## config.mk

```make
export PLATFORM = sky130hd
export DESIGN_NAME = lif_cfg_regs_flat
export DESIGN_NICKNAME = d
export VERILOG_FILES = /design/src/lif_pkg.sv /design/src/lif_if.sv /design/src/lif_cfg_regs.sv /design/src/flat_wrapper.sv
export SDC_FILE = /design/constraint.sdc
export NUM_CORES = 1
export LEC_CHECK = 0
export BUFFER_PORTS_ARGS = -buffer_cell sky130_fd_sc_hd__buf_2
export CAP_MARGIN = 20
export CORE_UTILIZATION = 45
export DETAILED_ROUTE_END_ITERATION = 12
export MAX_ROUTING_LAYER = met4
export PLACE_DENSITY = 0.74
export SLEW_MARGIN = 15
export SYNTH_ARGS = -nofsm -noshare
export SYNTH_HDL_FRONTEND = slang
export SYNTH_SLANG_ARGS = --single-unit
export TNS_END_PERCENT = 30
```

## constraint.sdc

```tcl
create_clock -name clk -period 2.3 [get_ports clk]
set_input_delay 0.23 -clock clk [delete_from_list [all_inputs] [get_ports clk]]
set_output_delay 0.23 -clock clk [all_outputs]
set_load 0.05 [all_outputs]
```

## src/lif_pkg.sv

```systemverilog
// ----------------------------------------------------------------------------
// lif_pkg
// Shared widths, codes, control structs and helpers for the LIF neuron update.
// ----------------------------------------------------------------------------
package lif_pkg;

  localparam int NEURON_COUNT = 1024;
  localparam int ADDR_W       = $clog2(NEURON_COUNT);

  localparam int ID_W       = 10;
  localparam int V_W        = 32;
  localparam int CNT_W      = 16;
  localparam int NOISE_W    = 16;
  localparam int DECAY_W    = 24;
  localparam int CFG_IDX_W  = 3;
  localparam int CFG_DATA_W = 32;

  localparam int MEM_W  = CNT_W + V_W;
  localparam int MUL_W  = 33;
  localparam int PROD_W = 2 * MUL_W;

  // round half up terms for the two rescaling shifts
  localparam int NOISE_SHIFT = 12;
  localparam int SUM_SHIFT   = 24;
  localparam logic signed [PROD_W-1:0] NOISE_HALF = PROD_W'(1) << (NOISE_SHIFT - 1);
  localparam logic signed [PROD_W-1:0] SUM_HALF   = PROD_W'(1) << (SUM_SHIFT - 1);

  typedef enum logic [CFG_IDX_W-1:0] {
    REG_DECAY_COEFF      = 3'd0,
    REG_INPUT_GAIN       = 3'd1,
    REG_BIAS_CURRENT     = 3'd2,
    REG_NOISE_GAIN       = 3'd3,
    REG_V_THRESHOLD      = 3'd4,
    REG_V_RESET          = 3'd5,
    REG_REFRACTORY_STEPS = 3'd6
  } reg_idx_t;

  typedef enum logic [1:0] {
    MUL_NOISE,
    MUL_DECAY,
    MUL_GAIN
  } mul_sel_t;

  typedef enum logic [1:0] {
    KIND_OOR,
    KIND_HOLD,
    KIND_FIRE,
    KIND_INT
  } kind_t;

  typedef struct packed {
    logic [DECAY_W-1:0]    decay_coeff;
    logic [V_W-1:0]        input_gain;
    logic signed [V_W-1:0] bias_current;
    logic signed [V_W-1:0] noise_gain;
    logic signed [V_W-1:0] v_threshold;
    logic signed [V_W-1:0] v_reset;
    logic [CNT_W-1:0]      refractory_steps;
  } cfg_t;

  typedef struct packed {
    logic              ld_in;
    logic              mul_en;
    mul_sel_t          mul_sel;
    logic              ld_drive;
    logic              ld_acc;
    logic              ld_sum;
    logic              ld_out;
    logic              wr_en;
    logic              clr;
    logic [ADDR_W-1:0] clr_addr;
    kind_t             kind;
  } dp_cmd_t;

  typedef struct packed {
    logic in_range;
    logic refr_busy;
    logic at_thr;
  } dp_status_t;

  function automatic logic signed [V_W-1:0] sat_v(input logic signed [PROD_W-1:0] x);
    logic [PROD_W-V_W:0] top;
    top = x[PROD_W-1:V_W-1];
    if (top == '0 || top == '1) begin
      return x[V_W-1:0];
    end
    return x[PROD_W-1] ? {1'b1, {(V_W-1){1'b0}}} : {1'b0, {(V_W-1){1'b1}}};
  endfunction

endpackage

```

## src/lif_if.sv

```systemverilog


interface lif_cfg_if;
  logic                            valid;
  logic                            ready;
  logic [lif_pkg::CFG_IDX_W-1:0]   index;
  logic [lif_pkg::CFG_DATA_W-1:0]  data;

  modport source (output valid, index, data, input ready);
  modport sink   (input valid, index, data, output ready);
endinterface

```

## src/lif_cfg_regs.sv

```systemverilog
// ----------------------------------------------------------------------------
// lif_cfg_regs
// Shared parameter set of the neuron population, written over the cfg channel.
// ----------------------------------------------------------------------------
module lif_cfg_regs (
  input  logic           clk,
  input  logic           rst_n,
  lif_cfg_if.sink        cfg,
  output lif_pkg::cfg_t  regs
);
  import lif_pkg::*;

  cfg_t regs_r;
  cfg_t regs_nxt;

  assign cfg.ready = 1'b1;
  assign regs      = regs_r;

  always_comb begin
    regs_nxt = regs_r;
    if (cfg.valid) begin
      unique case (cfg.index)
        REG_DECAY_COEFF:      regs_nxt.decay_coeff      = cfg.data[DECAY_W-1:0];
        REG_INPUT_GAIN:       regs_nxt.input_gain       = cfg.data[V_W-1:0];
        REG_BIAS_CURRENT:     regs_nxt.bias_current     = cfg.data[V_W-1:0];
        REG_NOISE_GAIN:       regs_nxt.noise_gain       = cfg.data[V_W-1:0];
        REG_V_THRESHOLD:      regs_nxt.v_threshold      = cfg.data[V_W-1:0];
        REG_V_RESET:          regs_nxt.v_reset          = cfg.data[V_W-1:0];
        REG_REFRACTORY_STEPS: regs_nxt.refractory_steps = cfg.data[CNT_W-1:0];
        default: ;
      endcase
    end
  end

  always_ff @(posedge clk) begin
    if (!rst_n) begin
      regs_r <= '0;
    end else begin
      regs_r <= regs_nxt;
    end
  end

endmodule

```

## src/flat_wrapper.sv

```systemverilog
// flat-port wrapper written by rule: the top's interface ports become plain ports
module lif_cfg_regs_flat import lif_pkg::*;
  (clk, rst_n, regs, cfg_valid, cfg_index, cfg_data, cfg_ready);
  lif_cfg_if cfg_i ();
  input  logic clk;
  input  logic rst_n;
  output lif_pkg::cfg_t regs;
  input wire logic [$bits(cfg_i.valid)-1:0] cfg_valid;
  input wire logic [$bits(cfg_i.index)-1:0] cfg_index;
  input wire logic [$bits(cfg_i.data)-1:0] cfg_data;
  output wire logic [$bits(cfg_i.ready)-1:0] cfg_ready;
  assign cfg_i.valid = cfg_valid;
  assign cfg_i.index = cfg_index;
  assign cfg_i.data = cfg_data;
  assign cfg_ready = cfg_i.ready;
  lif_cfg_regs u_core (.clk(clk), .rst_n(rst_n), .cfg(cfg_i), .regs(regs));
endmodule
```

==> summary.md <==
| Metric | Value |
|---|---|
| Layout cell share with drive strength beyond 1 | 0.309 |
| Max Fclk | 758 MHz |
| Full die area | between 15000 and 20000 um2 |
| Clk sinks | 200 |
| First-pass GRT wire length | between 20000 and 30000 um |
| Yosys top cell by area | dfxtp_1 |
| Vias in the first global route | 5289 |
| Data required time at the worst endpoint | 2070 ps |
| Die outline width | 128 um |
| HPWL Detailed | 12500 um |
| WS Path Type | flip-flop to output port |
| Drt wl/cell | 16.0 um |
| Port buffer count | around 240 |
| CTS tree | built |
| Core Rows | 45 |
| Sequential share of the synthesized area | 0.558 |
| Largest net degree at the start of global routing | 47 |
| Top-Level Pins | roughly 240 |
| DR DRC count | 0 |
| R2R cell count | 2 |
| Post-Place Worst Slack | 530 ps |
| Synth top area cells | dfxtp_1 (56%), mux2i_1 (28%), nand2_1 (12%) |
| Setup Fix Bufs, Post-CTS | 0 |
| Antenna Nets Post-Route | 0 |
| Final std cells w/o fill | 1136 |
| Clock-pin slew on the worst setup and hold paths | 70 ps |
| Leak | between 5 and 6 nW |
| Setup total negative slack | 0 ps |
| Crit path time final | about 1300 ps |
| Finished Core Util | 0.602 |
| Unrepaired setup endpoints after global routing | false |
| Final hold viol count | 0 |
| Die height | 128 um |
| Power per Cell Area | 809 nW/um2 |
| Flip-flop count of the largest register after layout | 200 |
| Cts hold-fix bufs | 0 |
| Via-per-instance ratio | 4.91 |
| Worst R2R End | u_core.regs[125] |
| Synth Register Bits | 200 |
| Htree depth | 4 |
| Via count | 5583 |
| Crit-path cells | buf_2 |
| Total track usage | 0.234 |
| CP endpoint | regs[145] |
| Post-cts gate resize count | 0 |
| Layout net count | between 900 and 1000 |
| Max-slew violation count | 0 |
| Syn Area/Cell | 10.4 um2 |
| RePlAce Congestion | 0.777 |
| Type of the tightest min-delay check | primary input to flip-flop |
| Crit path launch type | flip-flop |
| Final instance area | 9250 um2 |
| # setup viols final | 0 |
| Worst Path Arrival | 1090 ps |
| CP Capture Type | output port |
| CP peak stage delay | 370 ps |
| Worst Clk Skew | 0 ps |
| Synthesized cell area | ~7000 um2 |
| Hold_sp | cfg_data[26] |
| CP bufs+invs | 1 |
| Placed cell count | around 1100 |
| Yosys top cell area share | 0.558 |
| Total CTS buffers | 17 |
| Critical-path maximum fanout | 2 |
| Critical path depth in cells | 1 |
| Diode count | 0 |
| Max Root-Sink Buffers | 2 |
| Core area | 15400 um2 |
| Slew margin rel. | 0.381 |
| Crit path max-delay family | flip-flops |
| DRT Pass-1 Iters | 4 |
| Worst slew pin tran | 927 ps |
| Syn nets | around 730 |
| VDD IR max | around 500 uV |
| Area after DPL | approximately 8600 um2 |
| Starting density of the core | 0.467 |
| Crit Reg-Reg Startpoint | u_core.regs[125] |
| Internal reg-to-reg setup slack | 1650 ps |
| Synth Instances | between 600 and 700 |
| Tcrit/Tclk final | 0.573 |
| Crit. Startpoint | u_core.regs[145] |
| Status | finished, final reports clean |
| CP max stage cell | dfxtp_1 |
| Yosys warns | 0 |
| Area grow syn2layout | 28.8% |
| Clock root cell | clkbuf_16 |
| Netlist cell types | 13 |
| Initial antenna violation count | 0 |
| Max Cap Violations | 0 |
| Final worst setup slack | 981 ps |
| WL final | 18200 um |
| First DRT Iteration DRCs | 155 |
| Total congestion overflow | 0 |
| Clock Latency Late Sink | 420 ps |
area by class of cell:
type                    instances  area, um2
flip-flops and latches        200       4000
well taps                     211        264
clock inverters                10        164
repair buffers                253       1350
multi-input cells             440       2990
clock buffers                  22        474
fillers                      1347       6120
cells in the mapped netlist:
cell type    n
buf_1        6
or4b_1       1
dfxtp_1    200
buf_2       19
buf_6        2
nand4bb_1    2
buf_4        1
nand4b_1     3
nand2_1    232
conb_1       1
clkbuf_1    22
nor4bb_1     1
mux2i_1    200
kinds of logic after synthesis:
group | count (synthesis) | synth area share
flops | 200 | 0.558
simple gates | 239 | 0.131
other cells | 1 | 0.000522
buf+inv | 50 | 0.0321
mux | 200 | 0.279
worst min-delay path by stage:
| stage | end | slack, ps | cells after the start |
|---|---|---|---|
| floorplan | u_core.regs[143] | 450 | 2 |
| global placement | u_core.regs[51] | 440 | 2 |
| detailed placement | u_core.regs[71] | 440 | 2 |
| CTS | u_core.regs[106] | 140 | 3 |
| global route | u_core.regs[138] | 170 | 3 |
| finish | u_core.regs[138] | 160 | 3 |
report_power, final:
group          internal (mW)  total [mW]  switching, mW
logic                  0.182       0.704          0.522
registers               3.54        3.58         0.0378
clock network           1.92        3.20           1.29
total                   5.64        7.48           1.85
per-layer routing:
layer | vias to the layer above | track usage | wire, um
met5 | - | - | 0
met4 | 0 | 0.0699 | 233
met3 | 18 | 0.0760 | 1330
met2 | 185 | 0.364 | 8240
met1 | 2657 | 0.290 | 8420
li1 | 2723 | - | -
placed cells by master, fill, tap and decap left out, types with 2 or more instances in the layout:
cell,netlist,final
clkinv_2,0,2
mux2i_1,200,200
clkbuf_1,22,2
bufinv_16,0,4
inv_6,0,2
clkbuf_8,0,3
nand4bb_4,0,2
nand4b_1,3,3
clkbuf_16,0,17
buf_2,19,236
nand2_1,232,232
buf_4,1,13
dfxtp_1,200,200
buf_12,0,3
through the flow:
stage / power (mW) / hold WS, ps
after floorplan: 4.15 / 454
after global placement: 4.36 / 439
after detailed placement: 4.36 / 443
after CTS: 7.55 / 138
after global routing: 7.74 / 172
final: 7.48 / 163
Power figures use the tool's default switching activity.
