## src/lif_pkg.sv

```systemverilog
// ----------------------------------------------------------------------------
// lif_pkg
// Shared widths, codes, control structs and helpers for the LIF neuron update.
// ----------------------------------------------------------------------------
package lif_pkg;

  localparam int NEURON_COUNT = 1024;
  localparam int ADDR_W       = $clog2(NEURON_COUNT);

  localparam int ID_W       = 10;
  localparam int V_W        = 32;
  localparam int CNT_W      = 16;
  localparam int NOISE_W    = 16;
  localparam int DECAY_W    = 24;
  localparam int CFG_IDX_W  = 3;
  localparam int CFG_DATA_W = 32;

  localparam int MEM_W  = CNT_W + V_W;
  localparam int MUL_W  = 33;
  localparam int PROD_W = 2 * MUL_W;

  // round half up terms for the two rescaling shifts
  localparam int NOISE_SHIFT = 12;
  localparam int SUM_SHIFT   = 24;
  localparam logic signed [PROD_W-1:0] NOISE_HALF = PROD_W'(1) << (NOISE_SHIFT - 1);
  localparam logic signed [PROD_W-1:0] SUM_HALF   = PROD_W'(1) << (SUM_SHIFT - 1);

  typedef enum logic [CFG_IDX_W-1:0] {
    REG_DECAY_COEFF      = 3'd0,
    REG_INPUT_GAIN       = 3'd1,
    REG_BIAS_CURRENT     = 3'd2,
    REG_NOISE_GAIN       = 3'd3,
    REG_V_THRESHOLD      = 3'd4,
    REG_V_RESET          = 3'd5,
    REG_REFRACTORY_STEPS = 3'd6
  } reg_idx_t;

  typedef enum logic [1:0] {
    MUL_NOISE,
    MUL_DECAY,
    MUL_GAIN
  } mul_sel_t;

  typedef enum logic [1:0] {
    KIND_OOR,
    KIND_HOLD,
    KIND_FIRE,
    KIND_INT
  } kind_t;

  typedef struct packed {
    logic [DECAY_W-1:0]    decay_coeff;
    logic [V_W-1:0]        input_gain;
    logic signed [V_W-1:0] bias_current;
    logic signed [V_W-1:0] noise_gain;
    logic signed [V_W-1:0] v_threshold;
    logic signed [V_W-1:0] v_reset;
    logic [CNT_W-1:0]      refractory_steps;
  } cfg_t;

  typedef struct packed {
    logic              ld_in;
    logic              mul_en;
    mul_sel_t          mul_sel;
    logic              ld_drive;
    logic              ld_acc;
    logic              ld_sum;
    logic              ld_out;
    logic              wr_en;
    logic              clr;
    logic [ADDR_W-1:0] clr_addr;
    kind_t             kind;
  } dp_cmd_t;

  typedef struct packed {
    logic in_range;
    logic refr_busy;
    logic at_thr;
  } dp_status_t;

  function automatic logic signed [V_W-1:0] sat_v(input logic signed [PROD_W-1:0] x);
    logic [PROD_W-V_W:0] top;
    top = x[PROD_W-1:V_W-1];
    if (top == '0 || top == '1) begin
      return x[V_W-1:0];
    end
    return x[PROD_W-1] ? {1'b1, {(V_W-1){1'b0}}} : {1'b0, {(V_W-1){1'b1}}};
  endfunction

endpackage

```

## src/lif_ctrl.sv

```systemverilog
// ----------------------------------------------------------------------------
// lif_ctrl
// Sequencer: state clearing sweep, per-item step through the shared multiplier,
// result hand-off to the output register.
// ----------------------------------------------------------------------------
module lif_ctrl (
  input  logic                clk,
  input  logic                rst_n,
  input  logic                in_valid,
  output logic                in_ready,
  output logic                out_valid,
  input  logic                out_ready,
  input  lif_pkg::dp_status_t status,
  output lif_pkg::dp_cmd_t    cmd
);
  import lif_pkg::*;

  typedef enum logic [2:0] {
    S_CLEAR,
    S_IDLE,
    S_READ,
    S_MUL_D,
    S_MUL_G,
    S_SUM,
    S_DONE
  } state_t;

  state_t            state_r, state_nxt;
  logic [ADDR_W-1:0] clr_addr_r, clr_addr_nxt;
  kind_t             kind_r, kind_nxt;
  logic              out_valid_r, out_valid_nxt;
  logic              go;

  assign in_ready  = (state_r == S_IDLE);
  assign out_valid = out_valid_r;
  assign go        = !out_valid_r || out_ready;

  always_comb begin
    state_nxt     = state_r;
    clr_addr_nxt  = clr_addr_r;
    kind_nxt      = kind_r;
    out_valid_nxt = out_valid_r && !out_ready;

    cmd          = '0;
    cmd.mul_sel  = MUL_NOISE;
    cmd.clr_addr = clr_addr_r;
    cmd.kind     = kind_r;

    unique case (state_r)
      S_CLEAR: begin
        cmd.clr      = 1'b1;
        cmd.wr_en    = 1'b1;
        clr_addr_nxt = clr_addr_r + 1'b1;
        if (clr_addr_r == ADDR_W'(NEURON_COUNT - 1)) begin
          state_nxt = S_IDLE;
        end
      end
      S_IDLE: begin
        if (in_valid) begin
          cmd.ld_in = 1'b1;
          state_nxt = S_READ;
        end
      end
      S_READ: begin
        cmd.mul_en  = 1'b1;
        cmd.mul_sel = MUL_NOISE;
        if (!status.in_range) begin
          kind_nxt  = KIND_OOR;
          state_nxt = S_DONE;
        end else if (status.refr_busy) begin
          kind_nxt  = KIND_HOLD;
          state_nxt = S_DONE;
        end else if (status.at_thr) begin
          kind_nxt  = KIND_FIRE;
          state_nxt = S_DONE;
        end else begin
          kind_nxt  = KIND_INT;
          state_nxt = S_MUL_D;
        end
      end
      S_MUL_D: begin
        cmd.ld_drive = 1'b1;
        cmd.mul_en   = 1'b1;
        cmd.mul_sel  = MUL_DECAY;
        state_nxt    = S_MUL_G;
      end
      S_MUL_G: begin
        cmd.ld_acc  = 1'b1;
        cmd.mul_en  = 1'b1;
        cmd.mul_sel = MUL_GAIN;
        state_nxt   = S_SUM;
      end
      S_SUM: begin
        cmd.ld_sum = 1'b1;
        state_nxt  = S_DONE;
      end
      S_DONE: begin
        if (go) begin
          cmd.ld_out    = 1'b1;
          cmd.wr_en     = (kind_r != KIND_OOR);
          out_valid_nxt = 1'b1;
          state_nxt     = S_IDLE;
        end
      end
      default: state_nxt = S_IDLE;
    endcase
  end

  always_ff @(posedge clk) begin
    if (!rst_n) begin
      state_r     <= S_CLEAR;
      clr_addr_r  <= '0;
      kind_r      <= KIND_OOR;
      out_valid_r <= 1'b0;
    end else begin
      state_r     <= state_nxt;
      clr_addr_r  <= clr_addr_nxt;
      kind_r      <= kind_nxt;
      out_valid_r <= out_valid_nxt;
    end
  end

endmodule

```

## config.mk

```make
export PLATFORM = sky130hd
export DESIGN_NAME = lif_ctrl
export DESIGN_NICKNAME = d
export VERILOG_FILES = /design/src/lif_pkg.sv /design/src/lif_ctrl.sv
export SDC_FILE = /design/constraint.sdc
export NUM_CORES = 1
export LEC_CHECK = 0
export BUFFER_PORTS_ARGS = -buffer_cell sky130_fd_sc_hd__buf_2
export CAP_MARGIN = 20
export CORE_MARGIN = 1
export CORE_UTILIZATION = 40
export CTS_CLUSTER_SIZE = 12
export DETAILED_ROUTE_END_ITERATION = 8
export PLACE_DENSITY = 0.7
export SYNTH_ARGS = -nofsm -noshare
export SYNTH_HDL_FRONTEND = slang
export SYNTH_SLANG_ARGS = --single-unit
```

## constraint.sdc

```tcl
create_clock -name clk -period 2.02 [get_ports clk]
set_input_delay 0.101 -clock clk [delete_from_list [all_inputs] [get_ports clk]]
set_output_delay 0.101 -clock clk [all_outputs]
set_load 0.005 [all_outputs]
```

==> summary.log, run 1 <==
INFO  logic_synthesis postSynthCellCount=102
INFO  critical_path  critical-path-top-delay-family=simple AND/OR/NAND/NOR gates
INFO  placed_design  detailedPlacementHpwl=1340um
INFO  worst_hold_path hold_path.class=in2reg
INFO  clocking       clock_tree.buffer_depth=2
INFO  timing         setup_total_negative_slack=0ns
INFO  cells_and_area insertedDiodeCount=0
INFO  cells_and_area postLayoutCoreUtil=0.528
INFO  detailed_routing average_vias_per_placed_instance=5.01
INFO  critical_path  slowest_delay=0.58ns
INFO  logic_synthesis synth_sequential_area_ratio=0.369
INFO  logic_synthesis yosysWarnings=0
INFO  logic_synthesis synthesis.nets=111
INFO  timing         final-setup-viol-count=0
INFO  timing         fmaxAchievable=575MHz
INFO  grt            grt_pass1_wl=3170um
INFO  clocking       post-cts-setup-buffers=0
INFO  logic_synthesis synth.avg_cell_area=8.50um^2
INFO  detailed_routing detail-route-antenna-nets=0
INFO  detailed_routing routed_wire_length_per_instance=11.3um
INFO  run            drv.max_cap_violation_count=0
INFO  critical_path  peak_fanout_along_the_critical_path=10
INFO  clocking       clock_sink_count=16
INFO  critical_path  timing.critical_path.slowest_stage_cell=or3_1
INFO  critical_path  worst_r2r_setup_slack=0.36ns
INFO  power          powerDensity=541nW/um^2
INFO  cells_and_area layout.cells.most_common_list=30 x buf_2, 16 x dfxtp_1, 13 x nor2_1, 6 x nand2_1, 6 x xnor2_1
INFO  critical_path  worst-endpoint-required=1.92ns
INFO  grt            grt_overflow_total=0
INFO  timing         worst_slew_margin_rel=0.728
INFO  detailed_routing first_pass_iters=4
INFO  critical_path  critPathLaunchType=flip-flop
INFO  detailed_routing detailroute.via_count=796
INFO  critical_path  end_kind=output port
INFO  die            initial_core_util=0.433
INFO  grt            vias_in_the_first_global_route=758
INFO  power          power.total=0.000572W
INFO  timing         min_period_over_period=0.861
INFO  cells_and_area final_net_count=142
INFO  critical_path  worst-setup-path-type=reg2out
INFO  die            die_height=48.6um
INFO  timing         layout_min_cycle_time=1.74ns
INFO  clocking       cts.root.buffer_cell=clkbuf_4
INFO  die            placementRows=16
INFO  critical_path  timing.critical_path.cells=or3_1 -> inv_1 -> buf_2
INFO  clocking       cts-buffers-inserted=3
INFO  power          vdd.ir_drop.worst=0.000530V
INFO  detailed_routing finalWirelength=1800um
INFO  timing         holdWs=0.0761ns
INFO  grt            groute.usage.overall=0.169
INFO  logic_synthesis synth_area=867um^2
INFO  timing         worst_clock_skew=0.0119ns
INFO  critical_path  worst-path-buf-inv=2
INFO  grt            number_of_antenna_violations_at_the_first_check_in_global_routing=0
INFO  die            die_width=48.6um
INFO  clocking       post_cts_resize_count=0
INFO  timing         max_slew.worst_pin.slew=0.407ns
INFO  logic_synthesis yosys.cell_types.count=34
INFO  logic_synthesis synth_seq_cells=16
INFO  die            coreArea=2000um^2
INFO  clocking       clk_transition_reported_paths=0.10ns
INFO  timing         hold_viol=0
INFO  cells_and_area layout_commonest_cell=buf_2
INFO  critical_path  arrival=1.64ns
INFO  grt            largest_net_degree_at_the_start_of_global_routing=14
INFO  detailed_routing drc=0
INFO  clocking       clk-insertion-delay-late=0.29ns
INFO  placed_design  dp_slack=0.346ns
INFO  timing         timing.final.ws_setup=0.281ns
INFO  clocking       cts_hold_buffers=0
INFO  power          power.static_leakage=0.447nW
INFO  clocking       tritoncts=done
INFO  timing         final-max-slew-violation-count=0
INFO  clocking       htreeDepth=1
INFO  timing         rsz0062_at_grt=false
INFO  detailed_routing first_iter_violations=6
INFO  placed_design  io_buffer_count=30
INFO  cells_and_area layout-drive-gt1-share=0.280
INFO  die            ioPinCount=31
INFO  placed_design  place_congestion=0.757
INFO  cells_and_area syn_to_final_growth=21.9%
INFO  status         status=finished clean
INFO  die            dieArea=2360um^2
-- cells in the mapped netlist (all sizes together) --
master / count / share of area
a211oi: 1 / 0.0087
a21oi: 4 / 0.023
a31oi: 1 / 0.0072
and2: 3 / 0.022
and3: 4 / 0.029
buf: 3 / 0.030
clkbuf: 1 / 0.0043
dfxtp: 16 / 0.37
ha: 2 / 0.029
inv: 5 / 0.022
mux2i: 1 / 0.012
nand2: 6 / 0.026
nand2b: 3 / 0.022
nand3: 4 / 0.023
nand3b: 2 / 0.017
nand4: 1 / 0.0072
nor2: 13 / 0.056
nor2b: 3 / 0.022
nor3: 5 / 0.029
nor3b: 1 / 0.0087
nor4: 2 / 0.032
nor4b: 2 / 0.038
o21ai: 3 / 0.017
o21bai: 1 / 0.0087
o22ai: 1 / 0.0072
o311a: 1 / 0.012
o311ai: 1 / 0.010
or2: 1 / 0.0072
or3: 3 / 0.022
xnor2: 6 / 0.061
xor2: 2 / 0.020
-- where the power goes --
group,switching (W),leakage [nW],internal [W]
Sequential,0.00000588,0.129,0.000321
Clock,0.000102,0.0210,0.000110
Combinational,0.0000163,0.297,0.0000167
Total,0.000125,0.447,0.000447
-- state kept, by name, indices dropped and copies added, names as in the netlist --
| register | count |
|---|---|
| clr_addr_r | 10 |
| kind_r | 2 |
| out_valid | 1 |
| state_r | 3 |
-- final timing paths --
kind,startpoint,cells past startpoint,end
worst max register to register,state_r[2],5,clr_addr_r[2]
worst min register to register,kind_r[0],2,kind_r[0]
worst min-delay path,rst_n,2,clr_addr_r[2]
worst max-delay path,state_r[2],3,cmd[12]
-- layer usage --
layer / GRT usage / up-vias / wire length [um]
li1: - / 414 / -
met4: 0.0294 / 0 / 0
met3: 0.0566 / 0 / 80
met2: 0.265 / 17 / 831
met1: 0.227 / 365 / 886
met5: 0 / - / 0
-- final cells by class --
cell class                      instances  area, um^2
Sequential cell                        16         320
Tap cell                               27        33.8
Timing Repair Buffer                   30         150
Inverter                                5        18.8
Multi-Input combinational cell         77         498
Fill cell                             199         945
Clock buffer                            4        36.3
-- kinds of logic after synthesis --
| group | after synthesis | synth area share |
|---|---|---|
| simple gates | 53 | 0.359 |
| buf+inv | 9 | 0.0563 |
| mux | 1 | 0.0115 |
| compound gates | 13 | 0.0938 |
| flops | 16 | 0.369 |
| fa+ha+maj | 2 | 0.0289 |
| xor+xnor | 8 | 0.0808 |
-- metrics by stage --
step	cell area (um^2)	instances
2_1_floorplan	867	102
6_report	1060	159
5_1_grt	1060	159
4_1_cts	1060	159
3_5_place_dp	1020	155
3_3_place_gp	1020	155
(Power assumes the default switching activity.)
==> run 2: changes to the inputs <==
--- a/config.mk
+++ b/config.mk
@@ -12,6 +12,7 @@
 export CTS_CLUSTER_SIZE = 12
 export DETAILED_ROUTE_END_ITERATION = 8
 export PLACE_DENSITY = 0.7
+export SETUP_SLACK_MARGIN = 0.3
 export SYNTH_ARGS = -nofsm -noshare
 export SYNTH_HDL_FRONTEND = slang
 export SYNTH_SLANG_ARGS = --single-unit
==> summary.log, run 2 (synthesis results as in run 1) <==
INFO  grt            grt_pass1_wl=3170um [unchanged]
INFO  timing         holdWs=0.0772ns [+0.00106 ns]
INFO  critical_path  timing_endpoint_of_the_critical_path=cmd[12]
INFO  cells_and_area finish.instance_area=1070um^2 [+1.1%]
INFO  placed_design  detailedPlacementHpwl=1340um [unchanged]
INFO  timing         rsz0062_at_grt=false
INFO  die            coreArea=2000um^2 [unchanged]
INFO  timing         timing.final.ws_setup=0.407ns [+0.126 ns]
INFO  worst_hold_path hold_path.class=in2reg
INFO  critical_path  r2r_start=state_r[1]
INFO  timing         setup_total_negative_slack=0ns [unchanged]
INFO  die            ioPinCount=31 [unchanged]
INFO  power          powerDensity=533nW/um^2 [-1.5%]
INFO  timing         max_slew.worst_pin.slew=0.400ns [-0.00656 ns]
INFO  cells_and_area largest_registers=clr_addr_r x10, state_r x3, kind_r x2
INFO  timing         worst_slew_margin_rel=0.733 [+0.00467]
INFO  timing         final-max-slew-violation-count=0 [unchanged]
INFO  grt            vias_in_the_first_global_route=758 [unchanged]
INFO  critical_path  regToRegEndpoint=state_r[1]
INFO  die            die_width=48.6um [unchanged]
INFO  detailed_routing average_vias_per_placed_instance=4.99 [-0.25%]
INFO  critical_path  critPathLaunchType=flip-flop
INFO  cells_and_area largest_register_ff_count=10 [unchanged]
INFO  timing         min_period_over_period=0.799 [-0.0624]
INFO  grt            largest_net_degree_at_the_start_of_global_routing=14 [unchanged]
INFO  placed_design  place_congestion=0.757 [unchanged]
INFO  power          vdd.ir_drop.worst=0.000529V [-0.17%]
INFO  die            initial_core_util=0.433 [unchanged]
INFO  timing         layout_min_cycle_time=1.61ns [-0.126 ns]
INFO  cells_and_area layout_commonest_cell=buf_2
INFO  grt            grt_overflow_total=0 [unchanged]
INFO  cells_and_area postLayoutCoreUtil=0.534 [+0.00562]
INFO  critical_path  arrival=1.51ns [-0.13 ns]
INFO  timing         fmaxAchievable=620MHz [+7.8%]
INFO  cells_and_area layout.cells.most_common_list=30 x buf_2, 15 x dfxtp_1, 13 x nor2_1, 6 x nand2_1, 6 x xnor2_1
INFO  clocking       clock_sink_count=16 [unchanged]
INFO  cells_and_area syn_to_final_growth=23.2%
INFO  timing         worst_clock_skew=0.00939ns [-0.00251 ns]
INFO  cells_and_area layout-drive-gt1-share=0.303 [+0.0227]
INFO  detailed_routing drc=0 [unchanged]
INFO  placed_design  dp_slack=0.346ns [unchanged]
INFO  placed_design  postPlaceCellArea=1020um^2 [unchanged]
INFO  cells_and_area final_net_count=142 [unchanged]
INFO  grt            number_of_antenna_violations_at_the_first_check_in_global_routing=0 [unchanged]
INFO  cells_and_area most_flops_register=clr_addr_r
INFO  clocking       clk-insertion-delay-late=0.29ns [about the same]
INFO  die            placementRows=16 [unchanged]
INFO  critical_path  end_kind=output port
INFO  status         status=finished clean
INFO  run            drv.max_cap_violation_count=0 [unchanged]
INFO  detailed_routing routed_wire_length_per_instance=11.4um [+0.39%]
INFO  clocking       cts.root.buffer_cell=clkbuf_4
INFO  detailed_routing finalWirelength=1810um [+0.39%]
INFO  clocking       clk_transition_reported_paths=0.10ns [about the same]
INFO  placed_design  io_buffer_count=30 [unchanged]
INFO  timing         final-setup-viol-count=0 [unchanged]
INFO  critical_path  peak_fanout_along_the_critical_path=10 [unchanged]
INFO  detailed_routing first_pass_iters=4 [unchanged]
INFO  clocking       clock_tree.buffer_depth=2 [unchanged]
INFO  clocking       tritoncts=done
INFO  critical_path  worst-endpoint-required=1.92ns [about the same]
INFO  critical_path  worst_r2r_setup_slack=0.46ns [+0.10 ns]
INFO  die            dieArea=2360um^2 [unchanged]
INFO  power          power.static_leakage=0.450nW [+0.74%]
INFO  critical_path  startpoint=state_r[2]
INFO  critical_path  worst-setup-path-type=reg2out
INFO  clocking       cts-buffers-inserted=3 [unchanged]
INFO  clocking       post-cts-setup-buffers=0 [unchanged]
INFO  timing         hold_viol=0 [unchanged]
INFO  cells_and_area insertedDiodeCount=0 [unchanged]
INFO  detailed_routing detailroute.via_count=794 [-0.25%]
INFO  grt            groute.usage.overall=0.169 [unchanged]
INFO  critical_path  worst-r2r-cell-count=5 [unchanged]
INFO  detailed_routing first_iter_violations=7 [+1]
INFO  clocking       cts_hold_buffers=0 [unchanged]
INFO  detailed_routing detail-route-antenna-nets=0 [unchanged]
INFO  clocking       htreeDepth=1 [unchanged]
INFO  die            die_height=48.6um [unchanged]
## run 2: cell counts in the layout (fill, tap and decap cells not counted)
Identical to the previous run, type by type.
## run 2: what timing repair did
action                                 in CTS  in global routing
pin swaps                                   0                  0
setup endpoints to repair                   1                  2
gates cloned                                0                  0
gates resized for setup                     1                  2
endpoints found under the hold margin       0                  0
## run 2: power breakdown
| part | total (W) | internal (W) | switching, W | leakage (nW) |
|---|---|---|---|---|
| combinational | 0.0000331 | 0.0000168 | 0.0000164 | 0.300 |
| clock | 0.000210 | 0.000110 | 0.000100 | 0.0210 |
| sequential | 0.000327 | 0.000321 | 0.00000597 | 0.130 |
| total | 0.000570 | 0.000447 | 0.000122 | 0.450 |
## run 2: worst min path at each step
stage	startpoint	to	slack, ns	cells past startpoint
final	rst_n	state_r[1]	0.08	2
after global routing	rst_n	state_r[1]	0.07	2
after CTS	rst_n	state_r[1]	0.08	2
after detailed placement	rst_n	clr_addr_r[2]	0.38	2
after global placement	rst_n	clr_addr_r[2]	0.37	2
after floorplan	rst_n	clr_addr_r[2]	0.22	1
## run 2: area by class of cell
type / instances / area, um^2
well taps: 27 / 33.8
clock buffers: 4 / 36.3
multi-input cells: 77 / 508
inverters: 5 / 18.8
repair buffers: 30 / 150
fillers: 194 / 933
flip-flops and latches: 16 / 322
## run 2: worst max-delay path, stage by stage (launching register included)
cell and delay, ns:
dfxtp_1 0.40, or3_4 0.49, inv_1 0.19, buf_2 0.15
## run 2: per-stage QoR
step                std cells  total power, W
floorplan                 102        0.000351
finish                    159        0.000570
global route              159        0.000602
detailed placement        155        0.000367
global placement          155        0.000365
CTS                       159        0.000577
## run 2: metal layers
metal	up-vias	GRT usage	share of wire
met3	2	0.0566	0.045
li1	412	-	-
met4	0	0.0294	0.0044
met5	-	0	0
met2	17	0.265	0.45
met1	363	0.227	0.50
